## src/sv/bdu_pkg.sv

```systemverilog
`timescale 1ns / 1ps
// ----------------------------------------------------------------------------
// bdu_pkg
// shared types, constants and tables for the bcd date/time to epoch converter
// ----------------------------------------------------------------------------
package bdu_pkg;

  localparam int unsigned FieldW  = 8;    // one two-digit bcd field
  localparam int unsigned BinW    = 7;    // binary value of two bcd digits
  localparam int unsigned DaysW   = 16;   // day count since 1970
  localparam int unsigned HmsW    = 19;   // seconds within the day, up to 99:99:99
  localparam int unsigned EpochW  = 32;
  localparam int unsigned ZoneW   = 17;

  localparam logic [DaysW-1:0]  DaysTo2000 = 16'd10957;
  localparam logic [EpochW-1:0] SecPerDay  = 32'd86400;
  localparam logic [ZoneW-1:0]  ZoneReset  = 17'd28800;
  localparam logic [BinW-1:0]   MonthFeb   = 7'd2;
  localparam logic [BinW-1:0]   MonthMax   = 7'd12;
  localparam logic [BinW-1:0]   DayMax     = 7'd31;

  // one time reading after bcd decode
  typedef struct packed {
    logic [BinW-1:0] year;
    logic [BinW-1:0] month;
    logic [BinW-1:0] day;
    logic [BinW-1:0] hour;
    logic [BinW-1:0] minute;
    logic [BinW-1:0] second;
    logic            bad;
  } dec_t;

  // days before the first of the month in a common year (month 1..12)
  function automatic logic [8:0] month_start(input logic [3:0] month);
    logic [8:0] d;
    case (month)
      4'd1:    d = 9'd0;
      4'd2:    d = 9'd31;
      4'd3:    d = 9'd59;
      4'd4:    d = 9'd90;
      4'd5:    d = 9'd120;
      4'd6:    d = 9'd151;
      4'd7:    d = 9'd181;
      4'd8:    d = 9'd212;
      4'd9:    d = 9'd243;
      4'd10:   d = 9'd273;
      4'd11:   d = 9'd304;
      4'd12:   d = 9'd334;
      default: d = 9'd0;
    endcase
    return d;
  endfunction

endpackage

```

## src/sv/bdu_if.sv

```systemverilog
`timescale 1ns / 1ps
// ----------------------------------------------------------------------------
// bdu channel interfaces
// valid/ready channels for time readings in and epoch words out
// ----------------------------------------------------------------------------
interface bdu_in_if;
  logic       valid;
  logic       ready;
  logic [7:0] year_bcd;
  logic [7:0] month_bcd;
  logic [7:0] day_bcd;
  logic [7:0] hour_bcd;
  logic [7:0] minute_bcd;
  logic [7:0] second_bcd;

  modport source (output valid, year_bcd, month_bcd, day_bcd, hour_bcd, minute_bcd,
                  second_bcd, input ready);
  modport sink   (input valid, year_bcd, month_bcd, day_bcd, hour_bcd, minute_bcd,
                  second_bcd, output ready);
endinterface

interface bdu_out_if;
  logic        valid;
  logic        ready;
  logic [31:0] epoch_seconds;
  logic        bad_input;

  modport source (output valid, epoch_seconds, bad_input, input ready);
  modport sink   (input valid, epoch_seconds, bad_input, output ready);
endinterface

```

## src/sv/bdu_bcd_decode.sv

```systemverilog
`timescale 1ns / 1ps
// ----------------------------------------------------------------------------
// bdu_bcd_decode
// turns six bcd fields into binary and flags bad digits, month or day
// ----------------------------------------------------------------------------
module bdu_bcd_decode (
  input  logic [bdu_pkg::FieldW-1:0] year_bcd,
  input  logic [bdu_pkg::FieldW-1:0] month_bcd,
  input  logic [bdu_pkg::FieldW-1:0] day_bcd,
  input  logic [bdu_pkg::FieldW-1:0] hour_bcd,
  input  logic [bdu_pkg::FieldW-1:0] minute_bcd,
  input  logic [bdu_pkg::FieldW-1:0] second_bcd,
  output bdu_pkg::dec_t              dec
);

  function automatic logic [bdu_pkg::BinW-1:0] bcd_bin(input logic [7:0] v);
    return {3'b000, v[7:4]} * 7'd10 + {3'b000, v[3:0]};
  endfunction

  function automatic logic bcd_ok(input logic [7:0] v);
    return (v[7:4] <= 4'd9) && (v[3:0] <= 4'd9);
  endfunction

  logic digits_ok;
  logic range_ok;

  always_comb begin
    dec.year   = bcd_bin(year_bcd);
    dec.month  = bcd_bin(month_bcd);
    dec.day    = bcd_bin(day_bcd);
    dec.hour   = bcd_bin(hour_bcd);
    dec.minute = bcd_bin(minute_bcd);
    dec.second = bcd_bin(second_bcd);
    digits_ok  = bcd_ok(year_bcd) && bcd_ok(month_bcd) && bcd_ok(day_bcd)
                 && bcd_ok(hour_bcd) && bcd_ok(minute_bcd) && bcd_ok(second_bcd);
    range_ok   = (dec.month != '0) && (dec.month <= bdu_pkg::MonthMax)
                 && (dec.day != '0) && (dec.day <= bdu_pkg::DayMax);
    dec.bad    = !(digits_ok && range_ok);
  end

endmodule

```

## src/sv/bcd_datetime_to_unix_time.sv

```systemverilog
`timescale 1ns / 1ps
// ----------------------------------------------------------------------------
// bcd_datetime_to_unix_time
// converts a bcd clock reading (2000s) to 32-bit seconds since 1970 utc
// ----------------------------------------------------------------------------
// usage
//   in_ch  : valid/ready word with six bcd fields: year, month, day,
//            hour, minute, second
//   out_ch : valid/ready word with epoch_seconds and bad_input; a bad
//            bcd digit, month or day gives bad_input = 1 and zero seconds
//   cfg_*  : cfg_we writes the signed zone offset (seconds subtracted
//            from local time); write only while the pipe is empty
// timing
//   four register stages: decode, day count / time of day, day multiply,
//   final add into the output register
//   throughput one word per clock while out_ch is not stalled; the whole
//   pipe advances together
// reset
//   rst_n (synchronous) empties the pipe and loads eight hours of offset
// stall
//   while out_ch holds a word that is not taken, the pipe freezes and
//   in_ch.ready drops; nothing is lost or repeated
// ----------------------------------------------------------------------------
module bcd_datetime_to_unix_time (
  input  logic                        clk,
  input  logic                        rst_n,
  bdu_in_if.sink                      in_ch,
  bdu_out_if.source                   out_ch,
  input  logic                        cfg_we,
  input  logic signed [bdu_pkg::ZoneW-1:0] cfg_wdata
);

  // pipe advances when the output slot is free or being emptied
  logic advance;

  // zone offset register
  logic [bdu_pkg::ZoneW-1:0] zone_r;

  // stage 1: decoded fields
  logic          s1_vld_r;
  bdu_pkg::dec_t s1_dec_r;
  bdu_pkg::dec_t dec;

  // stage 2: days since epoch and seconds within the day
  logic                      s2_vld_r;
  logic                      s2_bad_r;
  logic [bdu_pkg::DaysW-1:0] s2_days_r;
  logic [bdu_pkg::DaysW-1:0] s2_days_nxt;
  logic [bdu_pkg::HmsW-1:0]  s2_hms_r;
  logic [bdu_pkg::HmsW-1:0]  s2_hms_nxt;

  // stage 3: day seconds product
  logic                       s3_vld_r;
  logic                       s3_bad_r;
  logic [bdu_pkg::EpochW-1:0] s3_prod_r;
  logic [bdu_pkg::HmsW-1:0]   s3_hms_r;

  // stage 4: output register
  logic                       out_vld_r;
  logic                       out_bad_r;
  logic [bdu_pkg::EpochW-1:0] out_epoch_r;
  logic [bdu_pkg::EpochW-1:0] out_epoch_nxt;

  assign advance     = !out_vld_r || out_ch.ready;
  assign in_ch.ready = advance;

  always_ff @(posedge clk) begin
    if (!rst_n) begin
      zone_r <= bdu_pkg::ZoneReset;
    end else if (cfg_we) begin
      zone_r <= cfg_wdata;
    end
  end

  bdu_bcd_decode u_dec (
    .year_bcd   (in_ch.year_bcd),
    .month_bcd  (in_ch.month_bcd),
    .day_bcd    (in_ch.day_bcd),
    .hour_bcd   (in_ch.hour_bcd),
    .minute_bcd (in_ch.minute_bcd),
    .second_bcd (in_ch.second_bcd),
    .dec        (dec)
  );

  // closed-form day count: every fourth year from 2000 is leap in this range
  always_comb begin
    logic [7:0] leaps;
    logic       leap_adj;
    leaps    = ({1'b0, s1_dec_r.year} + 8'd3) >> 2;
    leap_adj = (s1_dec_r.month > bdu_pkg::MonthFeb) && (s1_dec_r.year[1:0] == 2'b00);
    s2_days_nxt = bdu_pkg::DaysTo2000
                + 16'({9'd0, s1_dec_r.year} * 16'd365)
                + {8'd0, leaps}
                + {7'd0, bdu_pkg::month_start(s1_dec_r.month[3:0])}
                + {15'd0, leap_adj}
                + {9'd0, s1_dec_r.day} - 16'd1;
    s2_hms_nxt  = 19'({12'd0, s1_dec_r.hour} * 19'd3600)
                + 19'({12'd0, s1_dec_r.minute} * 19'd60)
                + {12'd0, s1_dec_r.second};
  end

  // local seconds minus the sign-extended zone offset, zero when bad
  always_comb begin
    logic [bdu_pkg::EpochW-1:0] local_sec;
    local_sec     = s3_prod_r + {13'd0, s3_hms_r};
    out_epoch_nxt = s3_bad_r ? '0
                  : local_sec - {{(bdu_pkg::EpochW - bdu_pkg::ZoneW){zone_r[bdu_pkg::ZoneW-1]}},
                                 zone_r};
  end

  // valid bits
  always_ff @(posedge clk) begin
    if (!rst_n) begin
      s1_vld_r  <= 1'b0;
      s2_vld_r  <= 1'b0;
      s3_vld_r  <= 1'b0;
      out_vld_r <= 1'b0;
    end else if (advance) begin
      s1_vld_r  <= in_ch.valid;
      s2_vld_r  <= s1_vld_r;
      s3_vld_r  <= s2_vld_r;
      out_vld_r <= s3_vld_r;
    end
  end

  // payload, frozen together with the valid bits on a stall
  always_ff @(posedge clk) begin
    if (advance) begin
      s1_dec_r    <= dec;
      s2_bad_r    <= s1_dec_r.bad;
      s2_days_r   <= s2_days_nxt;
      s2_hms_r    <= s2_hms_nxt;
      s3_bad_r    <= s2_bad_r;
      s3_prod_r   <= 32'({16'd0, s2_days_r} * bdu_pkg::SecPerDay);
      s3_hms_r    <= s2_hms_r;
      out_bad_r   <= s3_bad_r;
      out_epoch_r <= out_epoch_nxt;
    end
  end

  assign out_ch.valid         = out_vld_r;
  assign out_ch.bad_input     = out_bad_r;
  assign out_ch.epoch_seconds = out_epoch_r;

endmodule

```

## src/flat_wrapper.sv

```systemverilog
// flat-port wrapper written by rule: the top's interface ports become plain ports
module bcd_datetime_to_unix_time_flat 
  (clk, rst_n, cfg_we, cfg_wdata, in_ch_valid, in_ch_year_bcd, in_ch_month_bcd, in_ch_day_bcd, in_ch_hour_bcd, in_ch_minute_bcd, in_ch_second_bcd, in_ch_ready, out_ch_valid, out_ch_epoch_seconds, out_ch_bad_input, out_ch_ready);
  bdu_in_if in_ch_i ();
  bdu_out_if out_ch_i ();
  input  logic clk;
  input  logic rst_n;
  input  logic cfg_we;
  input  logic signed [bdu_pkg::ZoneW-1:0] cfg_wdata;
  input wire logic [$bits(in_ch_i.valid)-1:0] in_ch_valid;
  input wire logic [$bits(in_ch_i.year_bcd)-1:0] in_ch_year_bcd;
  input wire logic [$bits(in_ch_i.month_bcd)-1:0] in_ch_month_bcd;
  input wire logic [$bits(in_ch_i.day_bcd)-1:0] in_ch_day_bcd;
  input wire logic [$bits(in_ch_i.hour_bcd)-1:0] in_ch_hour_bcd;
  input wire logic [$bits(in_ch_i.minute_bcd)-1:0] in_ch_minute_bcd;
  input wire logic [$bits(in_ch_i.second_bcd)-1:0] in_ch_second_bcd;
  output wire logic [$bits(in_ch_i.ready)-1:0] in_ch_ready;
  output wire logic [$bits(out_ch_i.valid)-1:0] out_ch_valid;
  output wire logic [$bits(out_ch_i.epoch_seconds)-1:0] out_ch_epoch_seconds;
  output wire logic [$bits(out_ch_i.bad_input)-1:0] out_ch_bad_input;
  input wire logic [$bits(out_ch_i.ready)-1:0] out_ch_ready;
  assign in_ch_i.valid = in_ch_valid;
  assign in_ch_i.year_bcd = in_ch_year_bcd;
  assign in_ch_i.month_bcd = in_ch_month_bcd;
  assign in_ch_i.day_bcd = in_ch_day_bcd;
  assign in_ch_i.hour_bcd = in_ch_hour_bcd;
  assign in_ch_i.minute_bcd = in_ch_minute_bcd;
  assign in_ch_i.second_bcd = in_ch_second_bcd;
  assign in_ch_ready = in_ch_i.ready;
  assign out_ch_valid = out_ch_i.valid;
  assign out_ch_epoch_seconds = out_ch_i.epoch_seconds;
  assign out_ch_bad_input = out_ch_i.bad_input;
  assign out_ch_i.ready = out_ch_ready;
  bcd_datetime_to_unix_time u_core (.clk(clk), .rst_n(rst_n), .in_ch(in_ch_i), .out_ch(out_ch_i), .cfg_we(cfg_we), .cfg_wdata(cfg_wdata));
endmodule
```

## config.mk

```make
export PLATFORM = sky130hd
export DESIGN_NAME = bcd_datetime_to_unix_time_flat
export DESIGN_NICKNAME = d
export VERILOG_FILES = /design/src/sv/bdu_pkg.sv /design/src/sv/bdu_if.sv /design/src/sv/bdu_bcd_decode.sv /design/src/sv/bcd_datetime_to_unix_time.sv /design/src/flat_wrapper.sv
export SDC_FILE = /design/constraint.sdc
export NUM_CORES = 1
export LEC_CHECK = 0
export BUFFER_PORTS_ARGS = -buffer_cell sky130_fd_sc_hd__buf_2
export CELL_PAD_IN_SITES_DETAIL_PLACEMENT = 2
export CELL_PAD_IN_SITES_GLOBAL_PLACEMENT = 2
export CORE_ASPECT_RATIO = 1.75
export CORE_MARGIN = 2
export CORE_UTILIZATION = 42
export CTS_CLUSTER_DIAMETER = 30
export DETAILED_ROUTE_END_ITERATION = 10
export PLACE_DENSITY_LB_ADDON = 0.1
export SYNTH_ARGS = -nofsm -noshare
export SYNTH_HDL_FRONTEND = slang
export SYNTH_HIERARCHICAL = 1
export SYNTH_SLANG_ARGS = --single-unit
```

## constraint.sdc

```tcl
create_clock -name clk -period 9.8 [get_ports clk]
set_input_delay 0.49 -clock clk [delete_from_list [all_inputs] [get_ports clk]]
set_output_delay 0.49 -clock clk [all_outputs]
set_load 0.02 [all_outputs]
```

==> metrics.yaml <==
drive_gt1_share_pct: 9.18
layout_common_cells: "306 x inv_1, 305 x ha_1, 157 x edfxtp_1"
cts_resized: 0
ctsRootBufferMaster: "clkbuf_16"
async_flop_share_pct: 0
numCtsBuffers: 17
multiInputGateArea_mm2: 0.0106
max_freq_ghz: 0.166
firstDrtPassIters: 4
io_pins: 105
cap_violations: 0
dpl.hpwl_um: 35900
clockBufferDepth: 2
avgSynthCellArea_um2: 10.5
finalSetupViolations: 0
yosys_warnings: 6
cts_setup_buffers: 0
max-slew-margin-rel_pct: 35.6
final_nets: 2230
cp-start-kind: "register"
cp.required_ns: 10.00
wl_per_cell_um: 18.5
hold_buffers: 0
insertion_delay_ns: 0.48
die_w_um: 157
worst_ep_arrival_time_ns: 6.24
final_common_cell: "inv_1"
finalSetupTns_ns: 0
crit_fanout: 6
clock-skew-final_ns: 0.0171
globalRouteOverflowTotal: 0
synth_area_leaders: "edfxtp_1 27%, ha_1 22%, fa_1 13%, inv_1 6.7%, xnor2_1 4.6%"
cts_tree: "done"
synth_edf_count: 157
antenna_found_initial: 1
first_global_vias: 14100
vias_per_cell: 5.19
hold_class: "in -> reg"
die_y_um: 272
period_share_pct: 61.6
cts.clk_slew.worst_paths_ns: 0.08
rows: 98
synth_cell_types: 70
ys.flop_type: "edfxtp_1"
syn_to_final_growth_pct: 10.2
postRouteAntennaNets: 0
fillCellCount: 4281
slew_violations: 0
routabilityCongestion: 0.857
endpoint_kind: "register"
syn_area_mm2: 0.0172
drtIter0Drc: 223
portBuffers: 104
rsz0062_at_grt: "no"
seqCellArea_mm2: 0.00532
ys_seq_area_share_pct: 30.9
cts.sink_count: 187
remaining_drc_errors: 0
layout_min_cycle_time_ns: 6.04
yosys.area.top_type: "edfxtp_1"
grt_pass1_wl_um: 70000
synth-seq-cells: 187
die_area_mm2: 0.0427
path_class: "reg -> reg"
initial_core_util_pct: 42.4
grt_max_degree: 62
synth_top_area_share_pct: 27.4
worst_pin_slew_ns: 0.940
h-tree-depth: 4
core_mm2: 0.0406
groute.usage.overall_pct: 21.0
hold_viol: 0
postSynthCellCount: 1638
vias: 12000
wl_um: 42700
outcome: "finished, final reports clean"
syn-num-nets: 2127
==> routing by layer <==
metal	share of wire [%]	vias to the layer above	global-route usage, %
met2	62	137	45.4
met3	1.4	60	1.93
met5	0	-	0
met4	2.9	0	8.23
met1	34	5981	19.0
li1	-	5787	-
==> state kept, by name, summed over array words and instances, names as in the netlist, named ones only <==
signal	count
u_core/s2_vld_r	1
u_core/s3_vld_r	1
u_core/s1_dec_r	43
u_core/out_ch.valid	1
u_core/out_ch.bad_input	1
u_core/s1_vld_r	1
u_core/s2_hms_r	19
u_core/s3_prod_r	25
u_core/s3_hms_r	19
u_core/s2_days_r	16
u_core/out_ch.epoch_seconds	32
u_core/s2_bad_r	1
u_core/s3_bad_r	1
u_core/zone_r	17
==> kinds of logic (layout without fill, tap and decap cells) <==
group | count (synthesis) | count (layout) | synth area share [%]
flops | 187 | 187 | 30.9
compound gates | 288 | 288 | 10.9
simple gates | 266 | 266 | 7.63
fa+ha+maj | 419 | 419 | 35.4
other cells | 0 | 1 | 0
buf+inv | 329 | 445 | 7.32
mux | 30 | 30 | 1.80
xor+xnor | 119 | 119 | 6.06
==> cell type report <==
type / instances / area share, %
Multi-Input combinational cell: 1122 / 56.1
Sequential cell: 187 / 28.0
Inverter: 306 / 6.06
Tap cell: 550 / 3.63
Timing Repair Buffer: 107 / 2.86
Clock buffer: 17 / 2.24
Clock inverter: 15 / 1.06
Antenna cell: 1 / 0.0132
==> per-stage QoR <==
step	setup WS [ns]	cell area [um2]	hold slack (ns)	instances	utilization [%]
after detailed placement	3.77	18300	0.406	2272	45.2
after global placement	4.08	18300	0.401	2272	45.2
after floorplan	2.32	17200	0.400	1638	-
final	3.76	19000	0.191	2305	46.7
after global routing	3.51	19000	0.172	2304	46.7
after CTS	3.72	19000	0.158	2304	46.7
==> worst paths after layout <==
path	from	to	slack, ns	depth (start not counted)
worst max-delay path	u_core/s1_dec_r[37]$_DFFE_PN_	u_core/s2_days_r[12]$_DFFE_PN_	3.76	21
worst min-delay path	in_ch_hour_bcd[0]	u_core/s1_dec_r[15]$_DFFE_PN_	0.19	1
worst min register to register	u_core/s2_bad_r$_DFFE_PN_	u_core/s3_bad_r$_DFFE_PN_	0.42	0
worst max register to register	u_core/s1_dec_r[37]$_DFFE_PN_	u_core/s2_days_r[12]$_DFFE_PN_	3.76	21
==> cells in the mapped netlist (4+ instances only) <==
| cell | instances |
|---|---|
| a211oi_1 | 11 |
| a21boi_0 | 5 |
| a21o_1 | 30 |
| a21oi_1 | 82 |
| a31oi_1 | 9 |
| and2_1 | 6 |
| and3_1 | 6 |
| buf_4 | 6 |
| clkbuf_1 | 14 |
| dfxtp_1 | 30 |
| edfxtp_1 | 157 |
| fa_1 | 114 |
| ha_1 | 305 |
| inv_1 | 306 |
| mux2i_1 | 26 |
| nand2_1 | 58 |
| nand2b_1 | 6 |
| nand3_1 | 22 |
| nand4_1 | 17 |
| nor2_1 | 74 |
| nor2b_1 | 35 |
| nor3_1 | 14 |
| nor4_1 | 5 |
| o211ai_1 | 5 |
| o21a_1 | 21 |
| o21ai_0 | 53 |
| o21ai_1 | 16 |
| o21bai_1 | 12 |
| o31ai_1 | 4 |
| or2_2 | 5 |
| or4_1 | 5 |
| xnor2_1 | 90 |
| xor2_1 | 29 |
==> worst max-delay path, cell delays in order (launching register included) <==
cell	delay, ns
edfxtp_1	0.53
inv_1	0.18
ha_1	0.25
nand2_1	0.08
nand2_1	0.13
and3_1	0.22
fa_1	0.49
inv_1	0.06
fa_1	0.51
inv_1	0.06
fa_1	0.49
fa_1	0.56
inv_1	0.06
fa_1	0.52
inv_1	0.04
ha_1	0.33
o21ai_0	0.14
a21boi_1	0.14
o21a_1	0.22
o41ai_2	0.35
mux2i_1	0.25
o2111ai_1	0.15
Power is left out: the tool's default activity adds up to more than one toggle a clock period on the data nets, which glitch-free logic cannot reach.
